File: src/design/fft16_pkg.sv
// ============================================================================
// fft16_pkg
// Shared constants, types and helper functions of the 16-point radix-2 FFT.
// ============================================================================
package fft16_pkg;

  localparam int POINTS    = 16;
  localparam int ADDR_W    = 4;   // address of one work store entry
  localparam int STAGE_W   = 2;   // butterfly stage number, 0..3
  localparam int BF_W      = 3;   // butterfly number within a stage, 0..7
  localparam int SAMPLE_W  = 16;
  localparam int DATA_W    = 21;
  localparam int WORD_W    = 2 * DATA_W;
  localparam int TW_W      = 18;
  localparam int FRAC_W    = 16;
  localparam int PROD_W    = DATA_W + TW_W;
  localparam int RND_W     = PROD_W + 1 - FRAC_W;

  localparam logic [ADDR_W-1:0]  ADDR_LAST  = ADDR_W'(POINTS - 1);
  localparam logic [BF_W-1:0]    BF_LAST    = '1;
  localparam logic [STAGE_W-1:0] STAGE_LAST = '1;

  typedef enum logic [1:0] {
    WSEL_LOAD,
    WSEL_SUM,
    WSEL_DIFF
  } wsel_t;

  typedef struct packed {
    logic              we;
    wsel_t             wsel;
    logic [ADDR_W-1:0] waddr;
    logic              re;
    logic [ADDR_W-1:0] raddr_a;
    logic [ADDR_W-1:0] raddr_b;
  } mem_ctrl_t;

  typedef struct packed {
    logic            mul_en;
    logic            sum_en;
    logic [BF_W-1:0] tw_idx;
  } bf_ctrl_t;

  function automatic logic [ADDR_W-1:0] bit_rev(input logic [ADDR_W-1:0] v);
    logic [ADDR_W-1:0] r;
    for (int k = 0; k < ADDR_W; k++) begin
      r[k] = v[ADDR_W-1-k];
    end
    return r;
  endfunction

  // Upper entry of butterfly n in stage s: a zero bit inserted at position s.
  function automatic logic [ADDR_W-1:0] bf_top(input logic [BF_W-1:0] n,
                                               input logic [STAGE_W-1:0] s);
    logic [ADDR_W-1:0] nx;
    logic [ADDR_W-1:0] low_mask;
    nx       = {1'b0, n};
    low_mask = ~({ADDR_W{1'b1}} << s);
    return ((nx & ~low_mask) << 1) | (nx & low_mask);
  endfunction

  // Lower entry lies half a span below the upper one.
  function automatic logic [ADDR_W-1:0] bf_bot(input logic [BF_W-1:0] n,
                                               input logic [STAGE_W-1:0] s);
    return bf_top(n, s) | (ADDR_W'(1) << s);
  endfunction

  function automatic logic [BF_W-1:0] bf_tw(input logic [BF_W-1:0] n,
                                            input logic [STAGE_W-1:0] s);
    logic [BF_W-1:0] j;
    j = n & ~({BF_W{1'b1}} << s);
    return j << (STAGE_W'(BF_W) - s);
  endfunction

  function automatic logic signed [TW_W-1:0] tw_cos(input logic [BF_W-1:0] idx);
    logic signed [TW_W-1:0] v;
    case (idx)
      3'd0:    v = 18'sd65536;
      3'd1:    v = 18'sd60547;
      3'd2:    v = 18'sd46341;
      3'd3:    v = 18'sd25080;
      3'd4:    v = 18'sd0;
      3'd5:    v = -18'sd25080;
      3'd6:    v = -18'sd46341;
      3'd7:    v = -18'sd60547;
      default: v = 18'sd0;
    endcase
    return v;
  endfunction

  function automatic logic signed [TW_W-1:0] tw_sin(input logic [BF_W-1:0] idx);
    logic signed [TW_W-1:0] v;
    case (idx)
      3'd0:    v = 18'sd0;
      3'd1:    v = -18'sd25080;
      3'd2:    v = -18'sd46341;
      3'd3:    v = -18'sd60547;
      3'd4:    v = -18'sd65536;
      3'd5:    v = -18'sd60547;
      3'd6:    v = -18'sd46341;
      3'd7:    v = -18'sd25080;
      default: v = 18'sd0;
    endcase
    return v;
  endfunction

endpackage

File: src/design/fft16_bfly.sv
// ============================================================================
// fft16_bfly
// Radix-2 butterfly datapath: registered twiddle products, then sum and
// difference with round-to-nearest on each product.
// ============================================================================
module fft16_bfly
  import fft16_pkg::*;
(
  input  logic              clk,
  input  bf_ctrl_t          bf,
  input  logic [WORD_W-1:0] rd_a,
  input  logic [WORD_W-1:0] rd_b,
  output logic [WORD_W-1:0] sum_word,
  output logic [WORD_W-1:0] diff_word
);

  logic signed [DATA_W-1:0] b_re;
  logic signed [DATA_W-1:0] b_im;
  logic signed [TW_W-1:0]   tw_c;
  logic signed [TW_W-1:0]   tw_s;

  logic signed [DATA_W-1:0] a_re_r;
  logic signed [DATA_W-1:0] a_im_r;
  logic signed [PROD_W-1:0] p_rc_r;
  logic signed [PROD_W-1:0] p_is_r;
  logic signed [PROD_W-1:0] p_ic_r;
  logic signed [PROD_W-1:0] p_rs_r;

  logic signed [RND_W-1:0]  t_re;
  logic signed [RND_W-1:0]  t_im;
  logic signed [RND_W-1:0]  sum_re;
  logic signed [RND_W-1:0]  sum_im;
  logic signed [RND_W-1:0]  dif_re;
  logic signed [RND_W-1:0]  dif_im;
  logic [WORD_W-1:0]        diff_r;

  // Adds one half and floors by the fraction width.
  function automatic logic signed [RND_W-1:0] rnd(input logic signed [PROD_W-1:0] p);
    logic signed [PROD_W:0] q;
    q = {p[PROD_W-1], p} + (PROD_W+1)'(1 << (FRAC_W - 1));
    return RND_W'(q >>> FRAC_W);
  endfunction

  assign b_re = $signed(rd_b[WORD_W-1:DATA_W]);
  assign b_im = $signed(rd_b[DATA_W-1:0]);
  assign tw_c = tw_cos(bf.tw_idx);
  assign tw_s = tw_sin(bf.tw_idx);

  always_ff @(posedge clk) begin
    if (bf.mul_en) begin
      a_re_r <= $signed(rd_a[WORD_W-1:DATA_W]);
      a_im_r <= $signed(rd_a[DATA_W-1:0]);
      p_rc_r <= b_re * tw_c;
      p_is_r <= b_im * tw_s;
      p_ic_r <= b_im * tw_c;
      p_rs_r <= b_re * tw_s;
    end
    if (bf.sum_en) begin
      diff_r <= {DATA_W'(dif_re), DATA_W'(dif_im)};
    end
  end

  always_comb begin
    t_re   = rnd(p_rc_r) - rnd(p_is_r);
    t_im   = rnd(p_ic_r) + rnd(p_rs_r);
    sum_re = RND_W'(a_re_r) + t_re;
    sum_im = RND_W'(a_im_r) + t_im;
    dif_re = RND_W'(a_re_r) - t_re;
    dif_im = RND_W'(a_im_r) - t_im;
  end

  assign sum_word  = {DATA_W'(sum_re), DATA_W'(sum_im)};
  assign diff_word = diff_r;

endmodule

File: config.mk
export PLATFORM = sky130hd
export DESIGN_NAME = fft16_bfly
export DESIGN_NICKNAME = d
export VERILOG_FILES = /design/src/design/fft16_pkg.sv /design/src/design/fft16_bfly.sv
export SDC_FILE = /design/constraint.sdc
export NUM_CORES = 2
export LEC_CHECK = 0
export ABC_AREA = 1
export BUFFER_PORTS_ARGS = -buffer_cell sky130_fd_sc_hd__buf_4
export CAP_MARGIN = 40
export CORE_MARGIN = 2
export CORE_UTILIZATION = 60
export CTS_CLUSTER_DIAMETER = 60
export CTS_CLUSTER_SIZE = 12
export DETAILED_ROUTE_END_ITERATION = 16
export PLACE_DENSITY = 0.8
export RECOVER_POWER = 50
export SYNTH_ARGS = -nofsm -noshare
export SYNTH_HDL_FRONTEND = slang
export SYNTH_SLANG_ARGS = --single-unit
File: constraint.sdc
create_clock -name clk -period 7.3 [get_ports clk]
set_clock_uncertainty 0.1 [all_clocks]
set_input_delay 1.095 -clock clk [delete_from_list [all_inputs] [get_ports clk]]
set_output_delay 1.095 -clock clk [all_outputs]
set_load 0.005 [all_outputs]
### After elaboration in Yosys (flattened, before gate mapping)

Memory sizes are Yosys's and may differ from the RTL's.
Index checks and enable logic that the tools add are counted.

| cells by class | value |
|---|---|
| multipliers | 4 |
| $add $sub $neg | 10 |

Operator list:

| cell | count |
|---|---|
| 37-bit by 17-bit adder with 37-bit output, second input constant | 4 |
| 21-bit by 18-bit multiplier with 37-bit output | 4 |
| 21-bit adder | 3 |
| 21-bit subtractor | 3 |

| word-level totals | value |
|---|---|
| memories | 2 |
| logic and storage cells | 23 |
| bits in registers | 232 |
| memory bits (read-only) | 280 |
| output and inout bits | 84 |

Memory list:

| memory | words | width | rd ports | clocked after memory_dff | write ports | line | source |
|---|---|---|---|---|---|---|---|
| (name not given) | 8 | 18 | 1 | 0 | 0 | fft16_pkg.sv:77 | `case (idx)` |
| (name not given) | 8 | 17 | 1 | 0 | 0 | fft16_pkg.sv:93 | `case (idx)` |

### Logic depth before layout (Yosys ltp)

| logic depth | value |
|---|---|
| depth after elaboration | 3 |
| mapped depth | 35 |

### Worst setup path before layout

OpenSTA, ideal clock, no wires.

| timing | value |
|---|---|
| path type | input to register |
| from | in bf[0] (netlist bit) |
| to | reg p_rc_r[33], data pin |
| path buffers | 2 |
| cell stages on the path | 31 |
| arrival | 7.071 ns |
| required time | 6.948 ns |
| slack | -0.123 ns |
| cells stage by stage | buf_2 inv_1 ha_1 nor2_1 nor2_1 inv_2 clkbuf_1 nor2_1 fa_1 inv_1 fa_1 inv_1 ha_1 inv_1 fa_1 inv_1 fa_1 inv_1 fa_1 inv_1 ha_1 a21oi_1 inv_1 nor2_1 nor2_1 o21ai_0 nand2_1 a21oi_1 nand2_1 nand2_1 nand2_1 |

| between the ends | value |
|---|---|
| longest elaborated chain between the ends | 2 |

Ends and longest elaborated chain:

| what | line | source |
|---|---|---|
| start: declaration | fft16_bfly.sv:10 | `input bf_ctrl_t bf,` |
| memory 8 x 18 bit | n/a |  |
| 21-bit by 18-bit multiplier with 37-bit output | fft16_bfly.sv:53 | `p_rc_r <= b_re * tw_c;` |
| end signal: assignment | fft16_bfly.sv:53 |  |
| end: declaration | fft16_bfly.sv:24 | `logic signed [PROD_W-1:0] p_rc_r;` |

No other way between the ends.
A chain may end at the register's enable or synchronous reset.

### Worst setup path in the final report

| timing | value |
|---|---|
| from | in bf[0] (netlist bit) |
| to | reg p_rs_r[30], data pin |

| between the ends | value |
|---|---|
| longest elaborated chain between the ends | 2 |

Ends and longest elaborated chain:

| what | line | source |
|---|---|---|
| memory 8 x 17 bit | n/a |  |
| 21-bit by 18-bit multiplier with 37-bit output | fft16_bfly.sv:56 | `p_rs_r <= b_re * tw_s;` |
| end signal: assignment | fft16_bfly.sv:56 |  |
| end: declaration | fft16_bfly.sv:27 | `logic signed [PROD_W-1:0] p_rs_r;` |

No other way between the ends.

==> results.yml <==
floorplan:
  chipWidth_um: 329.8
  die_y_um: 329.8
  core_area_sq_mm: 0.1053
  io_pins: 174
  die_area_sq_mm: 0.1088
  initial_core_util_pct: 60.52
  row_count: 119
finish:
  mostFrequentLayoutCell: "inv_1"
  layout_common_cells: "2256 x inv_1, 1324 x fa_1, 1126 x nand2_1, 840 x nor2_1, 822 x buf_4"
  fin_util_pct: 69.48
  drive_gt1_share_pct: 13.06
  final_nets: 10540
  area_delta_synth_final_pct: 14.82
logic_synthesis:
  synth_compound_area_share_pct: 5.407
  synthMuxAreaShare_pct: 0
  synth-async-reset-ratio_pct: 0
  synth_xor_area_share_pct: 3.918
  synth_fp_nets: 9753
  yosys.area_share.simple_pct: 14.85
  synth_fa_ha_area_share_pct: 53.12
  synth_cell_type_count: 59
  synth-seq-cells: 172
  avgSynthCellArea_sq_um: 8.210
  ys_seq_area_share_pct: 8.108
  synth_warnings: 0
  synthCells: 7759
  ys.flop_type: "edfxtp_1"
  synth_top_family_by_area: "adder cells"
  synth_edf_count: 172
  synth_area_sq_mm: 0.06370
routing:
  drt-vias-per-instance: 5.412
  num_vias: 53840
  routed_wl_mm: 200.2
  drc_errors: 0
  postRouteAntennaNets: 0
  drt-initial-drc-count: 4737
  firstDrtPassIters: 6
  detail_route.wl_per_cell_um: 20.12
place:
  io_buffer_count: 173
  place.gp.congestion: 1.074
  preCtsSetupSlack_ns: -0.3305
  dp_hpwl_mm: 176.9
clock_tree:
  clk_pin_slew_ns: 0.07
  worstSkewPairLatency_ns: 0.48
  clock-root-buffer: "clkbuf_16"
  cts.sinks: 172
  cts-root-to-sink-buffers: 2
  cts_tree: "yes"
  cts_buffers: 17
  htreeDepth: 4
grt:
  gr-usage-met3_pct: 10.69
  grt.overflow.total: 0
  grt_max_degree: 64
  track_usage_pct: 37.94
  grt_pass1_wl_mm: 312.6
  grt_busiest_layer: "met2"
  grtUsageMet1_pct: 50.52
  antenna_found_initial: 8
  grt_use_met2_pct: 58.27
  grt_pass1_vias: 57220
timing:
  relSlewSlack_pct: -154.0
  fin_setup_tns_ns: 0
  rsz0062_at_grt: "yes"
  worst_slack_ns: 0.08831
  max_freq_mhz: 138.7
  tightestPinTransition_ns: 3.810
  setup_violations: 0
  hold_viol: 0
  whs_ns: 0.6762
  drv_slew: 166
  min_period_ns: 7.212
  finalCritPeriodShare_pct: 98.79
critical_path:
  crit_slowest_cell: "fa_1"
  critPathKind: "in2reg"
  cp_cell_sequence: "buf_4 -> inv_1 -> ha_1 -> buf_4 -> nor2_1 -> nor2_2 -> buf_4 -> buf_4 -> nand2_1 -> fa_1 -> fa_1 -> inv_1 -> fa_1 -> fa_1 -> fa_1 -> fa_1 -> ha_1 -> a21oi_2 -> a21boi_1 -> o21ai_0 -> a21oi_1 -> nand2_1 -> xor2_1"
  cpPeakStageDelay_ns: 0.56
  path_common_cell: "fa_1"
  cp-start-kind: "input pin"
  end_kind: "flop"
  required_ns: 7.46
  crit_arrival_ns: 7.37
  critPathMaxFanout: 5
run_status:
  run_status: "finished, violations left"
  failed_checks: "max-capacitance violations, max-slew violations"
job:
  drv_cap: 3
hold_path:
  hp-class: "reg2reg"
[layout make-up]
class | instances | area, sq um
diodes | 1 | 2.502
clock buffers | 17 | 425.4
clock inverters | 15 | 145.1
fillers | 8397 | 32120
inverters | 2276 | 8546
multi-input cells | 5126 | 49610
flip-flops and latches | 172 | 5165
well taps | 1391 | 1740
repair buffers | 950 | 7508
[routing by layer]
metal  share of wire, %  wire (um)
met1                 39      78500
met2                 44      87250
met3                 12      24120
met4                5.1      10220
met5              0.034         69
[cells in the mapped netlist, types with 5 or more instances]
master | number | area [sq um]
nor4_1 | 21 | 131.4
nand3_1 | 186 | 930.9
a21boi_0 | 10 | 75.07
nand2_1 | 1130 | 4242
clkbuf_1 | 144 | 540.5
a21o_1 | 54 | 405.4
nand4_1 | 38 | 237.7
nor3_1 | 38 | 190.2
fa_1 | 1334 | 26710
o21bai_1 | 40 | 300.3
ha_1 | 570 | 7132
o21ai_2 | 5 | 43.79
o221ai_1 | 5 | 43.79
xnor2_1 | 67 | 586.8
buf_1 | 14 | 52.55
buf_4 | 5 | 37.54
nor2_2 | 6 | 37.54
inv_2 | 9 | 33.78
nand3b_1 | 9 | 67.56
buf_2 | 17 | 85.08
clkinv_1 | 8 | 30.03
o31ai_1 | 7 | 52.55
a31oi_1 | 35 | 219.0
or2_2 | 7 | 43.79
inv_1 | 2258 | 8476
o21a_1 | 15 | 112.6
a21oi_1 | 252 | 1261
xor2_1 | 218 | 1909
o21ai_0 | 130 | 650.6
a211oi_1 | 5 | 37.54
nand2_2 | 9 | 56.30
nor2_1 | 883 | 3314
o21ai_1 | 6 | 30.03
o211ai_1 | 7 | 52.55
edfxtp_1 | 172 | 5165
[flip-flops by register name (all words and copies together) (netlist names)]
register,cells
a_im_r,21
a_re_r,21
diff_word,42
p_ic_r,22
p_is_r,22
p_rc_r,22
p_rs_r,22
[per-stage QoR]
stage                     instance area [sq um]  instances
after floorplan                           63720       7759
after global placement                    72270       9911
after detailed placement                  72300       9912
after CTS                                 72870       9944
after global routing                      73140       9947
final                                     73140       9948
[final timing paths]
check | start | to | slack [ns] | cells after the start
hold reg to reg | a_im_r[1] | diff_word[1] | 0.68 | 1
setup reg to reg | p_ic_r[15] | diff_word[18] | 2.00 | 21
hold / removal | a_im_r[1] | diff_word[1] | 0.68 | 1
setup / recovery | bf[0] | p_rs_r[30] | 0.09 | 23
[kinds of logic after synthesis]
| family | Yosys count |
|---|---|
| AO/OA/AOI/OAI | 589 |
| XOR/XNOR | 285 |
| adder cells (fa/ha/maj) | 1904 |
| buffers and inverters | 2461 |
| flip-flops | 172 |
| AND/OR/NAND/NOR | 2348 |
[worst max-delay path, delay by kind of cell]
family                   cells  cell delay, ns
adder cells (fa/ha/maj)      8            3.80
AND/OR/NAND/NOR              4            0.47
XOR/XNOR                     1            0.28
AO/OA/AOI/OAI                4            0.89
buffers and inverters        6            0.83
[timing repair]
item | in CTS | in global routing
endpoints found under the setup margin | 0 | 68
hold buffers | 0 | 0
setup buffers | 0 | 2
resized for setup | 0 | 110
Power is left out: the tool's default activity adds up to more than one toggle a clock period on the data nets, which glitch-free logic cannot reach.
