File: src/design/fft16_ram.sv
// ============================================================================
// fft16_ram
// Generic synchronous RAM, one write port and two registered read ports.
// ============================================================================
module fft16_ram #(
  parameter int WIDTH = 8,
  parameter int DEPTH = 16
) (
  input  logic                     clk,
  input  logic                     we,
  input  logic [$clog2(DEPTH)-1:0] waddr,
  input  logic [WIDTH-1:0]         wdata,
  input  logic                     re,
  input  logic [$clog2(DEPTH)-1:0] raddr_a,
  input  logic [$clog2(DEPTH)-1:0] raddr_b,
  output logic [WIDTH-1:0]         rdata_a,
  output logic [WIDTH-1:0]         rdata_b
);

  logic [WIDTH-1:0] mem [DEPTH];

  always_ff @(posedge clk) begin
    if (we) begin
      mem[waddr] <= wdata;
    end
    // Read data holds while no read is issued.
    if (re) begin
      rdata_a <= mem[raddr_a];
      rdata_b <= mem[raddr_b];
    end
  end

endmodule

File: config.mk
export PLATFORM = sky130hd
export DESIGN_NAME = fft16_ram
export DESIGN_NICKNAME = d
export VERILOG_FILES = /design/src/design/fft16_ram.sv
export SDC_FILE = /design/constraint.sdc
export NUM_CORES = 1
export LEC_CHECK = 0
export CAP_MARGIN = 15
export CORE_MARGIN = 4
export CORE_UTILIZATION = 49
export CTS_CLUSTER_SIZE = 14
export DETAILED_ROUTE_END_ITERATION = 6
export DONT_BUFFER_PORTS = 1
export HOLD_SLACK_MARGIN = 0.12
export PLACE_DENSITY = 0.74
export SKIP_CTS_REPAIR_TIMING = 1
export SYNTH_ARGS = -nofsm -noshare
export SYNTH_HDL_FRONTEND = slang
export SYNTH_SLANG_ARGS = --single-unit
export TNS_END_PERCENT = 20
File: constraint.sdc
create_clock -name clk -period 3.1 [get_ports clk]
set_input_delay 0.465 -clock clk [delete_from_list [all_inputs] [get_ports clk]]
set_output_delay 0.465 -clock clk [all_outputs]
set_load 0.02 [all_outputs]
# Word-level counts from Yosys, hierarchy flattened
# Memory sizes are Yosys's and may differ from the RTL's. A register that Yosys moved wholly into a read port is not among the register bits.
# Cells that the tools add are included.
# word_totals
register_bits	0
ram_bits	128
out_inout_bits	16
word_cells	3
n_memories	1
# memory_table
memory	words	word_bits	read_ports	rd_clocked_by_memory_dff	write_ports	line_no	rtl
mem	16	8	2	2	1	20	logic [WIDTH-1:0] mem [DEPTH];
# classes
n_mux	2
# op_table
cell	count
1-bit 2-to-1 mux	2

# Longest topological paths before layout
# Gate-level depths: netlist of the first run.
# logic_depth
ltp_word	2
ltp_mapped	5
depth_no_buf	3

# Worst setup path before layout of the first run
# Ideal clock, no wire load.
# synth_path
kind	input -> register
startpoint	in waddr[2]
endpoint	mem mem[0][0] (enable)
arrival_ns	1.575
path_slack_ns	1.142
cell_stages	2
n_path_buf	0
path_cell_list	or3b_2 nor3_1
# synth_rtl
item	line_no	rtl
from (decl)	11	input logic [$clog2(DEPTH)-1:0] waddr,
to (decl)	20	
# Straight into the memory's write port.

==> impl_summary.log, run 1 <==
INFO  metric clk_root_buffer_cell = sky130_fd_sc_hd__clkbuf_16
INFO  metric final_layout_size_suffix_gt1_share = about a fifth
INFO  metric crit_path_end_kind = flip-flop
INFO  metric drcViolationCount = 0
INFO  metric routed_wl = 14.4 mm
INFO  metric setup_ws = 1480 ps
INFO  metric core.rowCount = 41
INFO  metric routed-wl-met2 = 7.31 mm
INFO  metric worst_setup_path_start_kind = flip-flop
INFO  metric final_util = 57.2%
INFO  metric final_hold_violation_count = 0
INFO  metric final_nets = 347
INFO  metric synth.yosys.warnings = 0
INFO  metric path_clk_slew = about 60 ps
INFO  metric drt_iter0_drc = approximately 360
INFO  metric number_of_ports_placed_on_the_die_boundary = 39
INFO  metric portion_of_the_post_synthesis_area_used_by_sequential_elements = between 60% and 70%
INFO  metric dpl.hpwl = 8.64 mm
INFO  metric ys_seq_elements = 144
INFO  metric worstPathArrival = 1780 ps
INFO  metric grt.total_usage = about a fifth
INFO  metric globalRouteOverflowTotal = 0
INFO  metric irDropWorstVdd = between 0.4 and 0.5 mV
INFO  metric max-cap-violations = 0
INFO  metric wirelength_met1 = 5.50 mm
INFO  metric route.top_layer_used = met4
INFO  metric place.port_buffers = 0
INFO  metric worst-path-max-fanout = 2
INFO  metric dp.cells = 463
INFO  metric max-slew-margin-rel = 27.0%
INFO  metric globalplace.congestion = 0.851
INFO  metric antenna_found_initial = 0
INFO  metric fp.dieArea = between 15000 and 20000 µm²
INFO  metric final_min_period_over_clock_period = 52.3%
INFO  metric timing.critical_path.required = 3250 ps
INFO  metric pwr_density_cell = ~630 nW/µm²
INFO  metric antenna_cells_inserted = 0
INFO  metric detailedRoute.firstPassIterationCount = 5
INFO  metric grt_max_degree = 33
INFO  metric synth.net_count = between 300 and 400
INFO  metric die_width = 123 µm
INFO  metric layout_fillers = 952
INFO  metric unique_masters_post_synth = 19
INFO  metric syn_area = between 6000 and 7000 µm²
INFO  metric final-instance-count-excl-fill = 509
INFO  metric final-max-slew-violation-count = 0
INFO  metric grt_setup_unrepaired = false
INFO  metric postRouteAntennaNets = 0
INFO  metric run_status = complete, no violations
INFO  metric fmaxAchievable = 617 MHz
INFO  metric setup_viol_count_final = 0
INFO  metric dr_wl_met3 = 1.27 mm
INFO  metric syn_inst = 307
INFO  metric p_r_area_growth_vs_syn = 12.8%
INFO  metric floorplan.initialDensity = 50.7%
INFO  metric h_tree_lvls = 4
INFO  metric dpl_worst_slack = 1120 ps
INFO  metric core = 12800 µm²
INFO  metric detail_route.vias_per_cell = 6.61
INFO  metric clock_insertion_delay_worst_skew = approximately 420 ps
INFO  metric clock-sinks = 144
INFO  metric clockBufferDepth = 2
INFO  metric numCtsBuffers = 17
INFO  metric first_global_vias = about 3400
INFO  metric num_vias = 3362
INFO  metric transition_at_the_pin_with_the_smallest_max_transition_slack = approximately 1100 ps
INFO  metric hold_path_class = input port to flip-flop
INFO  metric grt_first_pass_wirelength = 20.6 mm
INFO  metric fin_tns_setup = 0 ps
INFO  metric timing.setup.critical_path_class = flip-flop to flip-flop
INFO  metric cts_tree = yes
INFO  metric post-route-min-period = 1620 ps
INFO  metric dieHeight = 123 µm
INFO  metric timing.clock.skew = 7.36 ps
INFO  metric p_leak = 2.40 nW
INFO  metric synthesis.area_per_instance = 21.2 µm²
INFO  metric route.detailed.wl_per_inst = 28.3 µm
per-layer routing:
metal	up-vias	global-route usage, %
li1	1389	-
met1	1760	24.9
met2	189	30.9
met3	24	7.32
met4	0	7.40
met5	-	0
final timing paths:
check / slack, ps / from / cells after the start / endpoint
setup / recovery: 1480 / mem[1][5] / 3 / rdata_b[5]
hold / removal: 140 / wdata[2] / 0 / mem[0][2]
setup reg to reg: 1480 / mem[1][5] / 3 / rdata_b[5]
hold reg to reg: 790 / mem[14][0] / 3 / rdata_a[0]
state kept, by name, summed over array words and instances (netlist names):
name     flops
rdata_b      8
rdata_a      8
mem        128
kinds of logic after synthesis:
kind of cell | synth area share, %
buffers and inverters | 2.65
muxes | 23.8
DFF | 66.5
and+or+nand+nor | 3.35
AOI/OAI and AO/OA | 3.69
Yosys cell counts:
| master | instances | area, µm² |
|---|---|---|
| sky130_fd_sc_hd__or3b_2 | 1 | 8.76 |
| sky130_fd_sc_hd__mux4_1 | 28 | 736 |
| sky130_fd_sc_hd__mux4_2 | 34 | 766 |
| sky130_fd_sc_hd__buf_4 | 2 | 15.0 |
| sky130_fd_sc_hd__nand2b_1 | 2 | 12.5 |
| sky130_fd_sc_hd__buf_2 | 6 | 30.0 |
| sky130_fd_sc_hd__a22oi_1 | 32 | 240 |
| sky130_fd_sc_hd__nor2b_1 | 2 | 12.5 |
| sky130_fd_sc_hd__nor3_1 | 4 | 20.0 |
| sky130_fd_sc_hd__and2b_1 | 2 | 15.0 |
| sky130_fd_sc_hd__nand2_1 | 17 | 63.8 |
| sky130_fd_sc_hd__mux4_4 | 2 | 50.1 |
| sky130_fd_sc_hd__nor2_1 | 14 | 52.6 |
| sky130_fd_sc_hd__and2_1 | 2 | 12.5 |
| sky130_fd_sc_hd__nand3b_1 | 2 | 15.0 |
| sky130_fd_sc_hd__buf_6 | 6 | 67.6 |
| sky130_fd_sc_hd__nand3_1 | 1 | 5.00 |
| sky130_fd_sc_hd__clkdlybuf4s25_2 | 6 | 60.1 |
| sky130_fd_sc_hd__edfxtp_1 | 144 | 4320 |
cell usage in the layout, fill, tap and decap left out:
cell type                       synthesis  layout
sky130_fd_sc_hd__dlygate4sd3_1          0      14
sky130_fd_sc_hd__and2b_1                2       2
sky130_fd_sc_hd__mux4_4                 2       2
sky130_fd_sc_hd__clkinv_2               0       2
sky130_fd_sc_hd__bufinv_16              0       4
sky130_fd_sc_hd__nand2_1               17      17
sky130_fd_sc_hd__clkinv_1               0       3
sky130_fd_sc_hd__nor2b_1                2       2
sky130_fd_sc_hd__and2_1                 2       2
sky130_fd_sc_hd__nor2_1                14      14
sky130_fd_sc_hd__nand3_1                1       1
sky130_fd_sc_hd__mux4_1                28      28
sky130_fd_sc_hd__nand2b_1               2       2
sky130_fd_sc_hd__buf_4                  2       4
sky130_fd_sc_hd__mux4_2                34      34
sky130_fd_sc_hd__nor3_1                 4       4
sky130_fd_sc_hd__clkinvlp_4             0       2
sky130_fd_sc_hd__clkinv_4               0       2
sky130_fd_sc_hd__clkbuf_16              0      17
sky130_fd_sc_hd__inv_6                  0       2
sky130_fd_sc_hd__or3b_2                 1       1
sky130_fd_sc_hd__a22oi_1               32      32
sky130_fd_sc_hd__edfxtp_1             144     144
sky130_fd_sc_hd__nand3b_1               2       2
critical path: stages, from the launching register on:
cell                       delay [ps]
sky130_fd_sc_hd__edfxtp_1         380
sky130_fd_sc_hd__mux4_1           520
sky130_fd_sc_hd__a22oi_1          300
sky130_fd_sc_hd__nand2_1          150
power by group:
part	switching [mW]	leakage [nW]	total [mW]	internal (mW)
logic	0.100	0.789	0.226	0.126
registers	0.0447	1.32	2.25	2.21
clock network	0.777	0.296	2.12	1.34
final cells by class:
type | count | area [µm²] | share of cell area, %
sequential | 144 | 4320 | 58.9
multi-input combinational | 143 | 2010 | 27.4
clock buffer | 17 | 425 | 5.80
tap | 172 | 215 | 2.93
clock inverter | 15 | 191 | 2.61
timing repair buffer | 18 | 170 | 2.32
metrics by stage:
step	hold WS, ps	power (mW)	cell area [µm²]
6_report	135	4.59	7340
3_3_place_gp	565	2.48	6580
3_5_place_dp	565	2.49	6580
4_1_cts	121	4.59	7200
2_1_floorplan	564	2.48	6510
5_1_grt	119	4.71	7340
No activity file was read; power rests on OpenSTA's default activity.
==> inputs of run 2 (changes only) <==
Clock period 3.1 ns to 1.6 ns, I/O delays scaled along.
==> impl_summary.log, run 2 (synthesis results as in run 1) <==
INFO  metric ff2ff_path_depth = 3 (unchanged)
INFO  metric critical_path.top_delay_family = multiplexers
INFO  metric die_width = 123 µm (unchanged)
INFO  metric detail_route.vias_per_cell = 6.42 (-2.9%)
INFO  metric post-route-min-period = 1550 ps (-71.1 ps)
INFO  metric setup_viol_count_final = 0 (unchanged)
INFO  metric path_clk_slew = 60 ps (about the same)
INFO  metric critical_path_buf_inv_count = 0 (unchanged)
INFO  metric biggestRegsByFlops = mem x128, rdata_a x8, rdata_b x8
INFO  metric worstPathArrival = 1710 ps (-70 ps)
INFO  metric floorplan.initialDensity = 50.7% (unchanged)
INFO  metric max-slew-margin-rel = 37.0% (+10 points)
INFO  metric place.port_buffers = 0 (unchanged)
INFO  metric fmaxAchievable = 645 MHz (+4.6%)
INFO  metric detailedRoute.firstPassIterationCount = 5 (unchanged)
INFO  metric irDropWorstVdd = 0.848 mV (+70%)
INFO  metric power.combinational.fraction = 5.4% (+0.5 points)
INFO  metric clock_power_share = 43.4% (-2.7 points)
INFO  metric clock-sinks = 144 (unchanged)
INFO  metric transition_at_the_pin_with_the_smallest_max_transition_slack = 941 ps (-150 ps)
INFO  metric fp.dieArea = 15200 µm² (unchanged)
INFO  metric worstPathCellList = mux4_1 > a22oi_1 > nand2_1
INFO  metric dpl.hpwl = 8.99 mm (+4.1%)
INFO  metric final_common_cell = sky130_fd_sc_hd__edfxtp_1
INFO  metric power_spent_charging_and_discharging_nets = 1.74 mW (+89%)
INFO  metric core.rowCount = 41 (unchanged)
INFO  metric clockBufferDepth = 2 (unchanged)
INFO  metric grt_max_degree = 33 (unchanged)
INFO  metric internal_power = 6.78 mW (+85%)
INFO  metric hold_ws = 206 ps (+70.5 ps)
INFO  metric drt_iter0_drc = 386 (+6.9%)
INFO  metric postPlaceCellArea = 6670 µm² (+1.4%)
INFO  metric top_register = mem
INFO  metric number_of_ports_placed_on_the_die_boundary = 39 (unchanged)
INFO  metric globalRouteOverflowTotal = 0 (unchanged)
INFO  metric top_library_cells_by_usage_in_the_layout_fill_and_taps_aside = sky130_fd_sc_hd__edfxtp_1, sky130_fd_sc_hd__mux4_2, sky130_fd_sc_hd__a22oi_1
INFO  metric r2r_start = mem[10][5]
INFO  metric route.detailed.wl_per_inst = 28.0 µm (-0.93%)
INFO  metric grt.total_usage = 20.4% (+0.84 points)
INFO  metric globalplace.congestion = 0.739 (-13%)
INFO  metric reg2reg_slack = 50 ps (-1430 ps)
INFO  metric p_r_area_growth_vs_syn = 12.6%
INFO  metric switching_fraction_of_total_power = 20.4% (+0.38 points)
INFO  metric num_vias = 3311 (-1.5%)
INFO  metric hold_path_class = input port to flip-flop
INFO  metric cp_slowest_cell = sky130_fd_sc_hd__mux4_1
INFO  metric p_leak = 2.42 nW (+0.86%)
INFO  metric largest_register_ff_count = 128 (unchanged)
INFO  metric final-instance-count-excl-fill = 516 (+1.4%)
INFO  metric final-max-slew-violation-count = 0 (unchanged)
INFO  metric h_tree_lvls = 4 (unchanged)
INFO  metric crit_path_depth = 3 (unchanged)
INFO  metric dieHeight = 123 µm (unchanged)
INFO  metric numCtsBuffers = 17 (unchanged)
INFO  metric final_min_period_over_clock_period = 96.9% (+45 points)
INFO  metric final_hold_violation_count = 0 (unchanged)
INFO  metric antenna_cells_inserted = 0 (unchanged)
INFO  metric setup_ws = 49.5 ps (-1430 ps)
INFO  metric timing.clock.skew = 6.89 ps (-0.463 ps)
INFO  metric grt_setup_unrepaired = false
INFO  metric sequentialPowerShare = 51.3% (+2.3 points)
INFO  metric drcViolationCount = 0 (unchanged)
INFO  metric clock_insertion_delay_worst_skew = 410 ps (about the same)
INFO  metric dpl_worst_slack = 54.9 ps (-1060 ps)
INFO  metric grt_first_pass_wirelength = 21.4 mm (+3.9%)
INFO  metric critical_path.max_stage_delay = 540 ps (+20 ps)
INFO  metric first_global_vias = 3478 (+1.5%)
INFO  metric fin_tns_setup = 0 ps (unchanged)
INFO  metric postLayoutCellArea = 7320 µm² (-0.17%)
INFO  metric worst-path-max-fanout = 2 (unchanged)
INFO  metric timing.setup.critical_path_class = flip-flop to flip-flop
INFO  metric dp.cells = 475 (+2.6%)
INFO  metric routed_wl = 14.5 mm (+0.43%)
INFO  metric timing.critical_path.required = 1750 ps (-1500 ps)
INFO  metric cp-endpoint = rdata_b[5]
INFO  metric critical_path.reg2reg.endpoint = rdata_b[5]
INFO  metric crit_path_end_kind = flip-flop
INFO  metric antenna_found_initial = 0 (unchanged)
INFO  metric worst_setup_path_start_kind = flip-flop
INFO  metric max-cap-violations = 0 (unchanged)
INFO  metric core = 12800 µm² (unchanged)
INFO  metric startpoint_of_the_most_critical_setup_path = mem[10][5]
INFO  metric layout_fillers = 960 (+0.84%)
INFO  metric clk_root_buffer_cell = sky130_fd_sc_hd__clkbuf_16
INFO  metric pwr_density_cell = 1160 nW/µm² (+86%)
INFO  metric final_layout_size_suffix_gt1_share = 24.1% (+3.4 points)
INFO  metric final_nets = 354 (+2.0%)
INFO  metric run_status = complete, no violations
INFO  metric cts_tree = yes
INFO  metric postRouteAntennaNets = 0 (unchanged)
==> run 2: cell count changes in the layout (fill, tap and decap cells not counted), moves of 2 or more <==
cell	before	now
sky130_fd_sc_hd__clkinv_2	2	6
sky130_fd_sc_hd__bufinv_16	4	2
sky130_fd_sc_hd__clkbuf_1	0	2
sky130_fd_sc_hd__inv_6	2	0
sky130_fd_sc_hd__dlygate4sd3_1	14	9
sky130_fd_sc_hd__buf_4	4	16
==> run 2: per-stage QoR <==
stage	util (%)	power, mW
after floorplan	-	4.80
after global placement	52.0	4.82
after CTS	56.4	8.49
after global routing	57.1	8.80
after detailed placement	52.0	4.84
final	57.1	8.53
==> run 2: per-layer routing <==
metal  track usage [%]  vias up  part of all wire, %
met5                 0        -                    0
met4              5.47        0                  1.3
met3              6.27       19                  7.5
met2              33.1      145                   52
met1              27.1     1742                   40
li1                  -     1405                    -
==> run 2: final cells by class <==
class	instances	area (µm²)	area share (%)
clock inverters	13	121	1.66
well taps	172	215	2.94
repair buffers	25	210	2.87
multi-input cells	143	2020	27.6
flip-flops and latches	144	4320	59.0
clock buffers	19	433	5.91
==> run 2: power groups by stage <==
stage                     clock network [mW]  logic [mW]  registers [mW]
after global routing                    3.93       0.487            4.38
final                                   3.70       0.457            4.37
after detailed placement                   0       0.387            4.45
after CTS                               3.73       0.387            4.37
after global placement                     0       0.379            4.44
after floorplan                            0       0.381            4.42
==> run 2: worst min-delay path by stage <==
stage                     startpoint          to  slack, ps  cells after the start
after floorplan             wdata[0]   mem[0][0]        340                      0
after global routing      raddr_a[1]  rdata_a[3]        190                      3
after global placement      wdata[4]   mem[6][4]        340                      0
after CTS                   wdata[4]  mem[12][4]        -90                      0
final                       waddr[1]   mem[0][2]        210                      2
after detailed placement    wdata[6]   mem[7][6]        340                      0
==> run 2: worst reg2reg max path, cell delays in order, from the launching register on <==
cell,delay [ps]
sky130_fd_sc_hd__edfxtp_1,400
sky130_fd_sc_hd__mux4_1,540
sky130_fd_sc_hd__a22oi_1,270
sky130_fd_sc_hd__nand2_1,80
==> inputs of run 3 (changes only) <==
Settings changed: GPL_TIMING_DRIVEN set to 0.
==> impl_summary.log, run 3 (synthesis results as in run 1) <==
INFO  metric run_status = complete, no violations
INFO  metric transition_at_the_pin_with_the_smallest_max_transition_slack = 1080 ps (+143 ps)
INFO  metric route.detailed.wl_per_inst = 28.0 µm (about the same)
INFO  metric sequentialPowerShare = 50.3% (-1.0 points)
INFO  metric reg2reg_slack = 8 ps (-40 ps)
INFO  metric critical_path.reg2reg.endpoint = rdata_a[0]
INFO  metric dpl.hpwl = 9.78 mm (+8.8%)
INFO  metric core = 12800 µm² (unchanged)
INFO  metric timing.clock.skew = 7.09 ps (+0.199 ps)
INFO  metric worstPathArrival = 1740 ps (+30 ps)
INFO  metric grt_setup_unrepaired = true
INFO  metric final_nets = 363 (+2.5%)
INFO  metric final_common_cell = sky130_fd_sc_hd__edfxtp_1
INFO  metric layout_fillers = 942 (-1.9%)
INFO  metric cts_tree = yes
INFO  metric worst_setup_path_start_kind = flip-flop
INFO  metric floorplan.initialDensity = 50.7% (unchanged)
INFO  metric postRouteAntennaNets = 0 (unchanged)
INFO  metric setup_ws = 7.56 ps (-41.9 ps)
INFO  metric clockBufferDepth = 2 (unchanged)
INFO  metric pwr_density_cell = 1170 nW/µm² (+0.20%)
INFO  metric post-route-min-period = 1590 ps (+41.9 ps)
INFO  metric globalRouteOverflowTotal = 0 (unchanged)
INFO  metric fp.dieArea = 15200 µm² (unchanged)
INFO  metric routed_wl = 14.7 mm (+1.7%)
INFO  metric antenna_cells_inserted = 0 (unchanged)
INFO  metric clock_insertion_delay_worst_skew = 420 ps (about the same)
INFO  metric top_register = mem
INFO  metric biggestRegsByFlops = mem x128, rdata_a x8, rdata_b x8
INFO  metric number_of_ports_placed_on_the_die_boundary = 39 (unchanged)
INFO  metric hold_ws = 126 ps (-79.4 ps)
INFO  metric clk_root_buffer_cell = sky130_fd_sc_hd__clkbuf_16
INFO  metric cp_slowest_cell = sky130_fd_sc_hd__mux4_4
INFO  metric clock-sinks = 144 (unchanged)
INFO  metric dp.cells = 482 (+1.5%)
INFO  metric core.rowCount = 41 (unchanged)
INFO  metric worst-path-max-fanout = 2 (unchanged)
INFO  metric die_width = 123 µm (unchanged)
INFO  metric p_r_area_growth_vs_syn = 14.2%
INFO  metric path_clk_slew = 60 ps (about the same)
INFO  metric detailedRoute.firstPassIterationCount = 5 (unchanged)
INFO  metric final_util = 57.9% (+0.83 points)
INFO  metric crit_path_end_kind = flip-flop
INFO  metric antenna_found_initial = 1 (+1)
INFO  metric first_global_vias = 3534 (+1.6%)
INFO  metric cp-endpoint = rdata_a[0]
INFO  metric h_tree_lvls = 4 (unchanged)
INFO  metric timing.critical_path.required = 1750 ps (about the same)
INFO  metric grt_first_pass_wirelength = 21.7 mm (+1.6%)
INFO  metric final_min_period_over_clock_period = 99.5% (+2.6 points)
INFO  metric final_hold_violation_count = 0 (unchanged)
INFO  metric irDropWorstVdd = 1.03 mV (+21%)
INFO  metric dieHeight = 123 µm (unchanged)
INFO  metric place.port_buffers = 0 (unchanged)
INFO  metric numCtsBuffers = 17 (unchanged)
INFO  metric grt_max_degree = 17 (-48%)
INFO  metric clock_power_share = 42.8% (-0.6 points)
INFO  metric detail_route.vias_per_cell = 6.55 (+2.0%)
INFO  metric dpl_worst_slack = -392 ps (-447 ps)
INFO  metric setup_viol_count_final = 0 (unchanged)
INFO  metric top_library_cells_by_usage_in_the_layout_fill_and_taps_aside = sky130_fd_sc_hd__edfxtp_1, sky130_fd_sc_hd__mux4_2, sky130_fd_sc_hd__a22oi_1, sky130_fd_sc_hd__mux4_1
INFO  metric critical_path.max_stage_delay = 640 ps (+100 ps)
INFO  metric fmaxAchievable = 628 MHz (-2.6%)
INFO  metric power.combinational.fraction = 6.9% (+1.5 points)
INFO  metric fin_tns_setup = 0 ps (unchanged)
INFO  metric drt_iter0_drc = 506 (+31%)
INFO  metric final-max-slew-violation-count = 0 (unchanged)
INFO  metric globalplace.congestion = 0.800 (+8.3%)
INFO  metric worstPathCellList = mux4_4 > a22oi_2 > nand2_1
INFO  metric internal_power = 6.82 mW (+0.57%)
INFO  metric p_leak = 2.45 nW (+1.3%)
INFO  metric ff2ff_path_depth = 3 (unchanged)
INFO  metric final_layout_size_suffix_gt1_share = 25.8% (+1.7 points)
INFO  metric r2r_start = mem[3][0]
INFO  metric grt.total_usage = 20.8% (+0.38 points)
INFO  metric switching_fraction_of_total_power = 21.3% (+0.85 points)
INFO  metric final-instance-count-excl-fill = 525 (+1.7%)
INFO  metric drcViolationCount = 0 (unchanged)
INFO  metric hold_path_class = input port to flip-flop
INFO  metric num_vias = 3437 (+3.8%)
INFO  metric timing.setup.critical_path_class = flip-flop to flip-flop
INFO  metric max-cap-violations = 0 (unchanged)
INFO  metric max-slew-margin-rel = 27.4% (-9.6 points)
INFO  metric power_spent_charging_and_discharging_nets = 1.85 mW (+5.9%)
INFO  metric startpoint_of_the_most_critical_setup_path = mem[3][0]
INFO  metric largest_register_ff_count = 128 (unchanged)
run 3: changes by cell type in the layout (fill, tap and decap cells not counted), moves of 2 or more:
| cell | previous run | this run |
|---|---|---|
| sky130_fd_sc_hd__buf_2 | 0 | 8 |
| sky130_fd_sc_hd__buf_4 | 16 | 3 |
| sky130_fd_sc_hd__clkinv_2 | 6 | 3 |
| sky130_fd_sc_hd__dlygate4sd3_1 | 9 | 11 |
| sky130_fd_sc_hd__buf_6 | 0 | 6 |
| sky130_fd_sc_hd__a22oi_2 | 1 | 4 |
| sky130_fd_sc_hd__a22oi_1 | 31 | 28 |
| sky130_fd_sc_hd__clkdlybuf4s25_2 | 0 | 6 |
run 3: layout make-up:
type	count	area [µm²]	share of cell area (%)
Sequential cell	144	4320	58.2
Multi-Input combinational cell	143	2030	27.4
Clock buffer	20	437	5.88
Tap cell	172	215	2.90
Buffer	20	173	2.32
Timing Repair Buffer	14	128	1.72
Clock inverter	12	119	1.60
run 3: power groups by stage:
stage / Clock, mW / Combinational (mW) / Sequential, mW
after global routing: 3.90 / 0.636 / 4.37
after CTS: 3.75 / 0.519 / 4.36
final: 3.71 / 0.600 / 4.36
after detailed placement: 0 / 0.516 / 4.44
after floorplan: 0 / 0.381 / 4.42
after global placement: 0 / 0.507 / 4.43
run 3: stage by stage:
step / cell area (µm²) / total power [mW]
floorplan: 6510 / 4.80
global placement: 6730 / 4.94
detailed placement: 6740 / 4.96
CTS: 7300 / 8.63
global route: 7430 / 8.91
finish: 7430 / 8.67
run 3: per-layer routing:
| layer | wire length (µm) | part of all wire (%) | vias up | track usage, % |
|---|---|---|---|---|
| met3 | 1380 | 9.4 | 29 | 6.59 |
| met2 | 7360 | 50 | 204 | 33.1 |
| met4 | 292 | 2.0 | 2 | 8.44 |
| met1 | 5650 | 38 | 1781 | 26.8 |
| li1 | - | - | 1421 | - |
| met5 | 11 | 0.075 | - | 0 |
run 3: how the worst min path moves through the flow:
stage,from,end,slack [ps],cells past startpoint
6_report,waddr[0],mem[0][5],130,1
5_1_grt,waddr[0],mem[8][6],120,1
4_1_cts,wdata[7],mem[15][7],-110,0
3_5_place_dp,wdata[5],mem[7][5],340,0
3_3_place_gp,wdata[5],mem[6][5],340,0
2_1_floorplan,wdata[0],mem[0][0],340,0
run 3: worst max-delay path: cells and delay by family, from the launching register on:
family | cells | cell delay (ps)
compound gates | 1 | 190
simple gates | 1 | 120
flops | 1 | 380
mux | 1 | 640
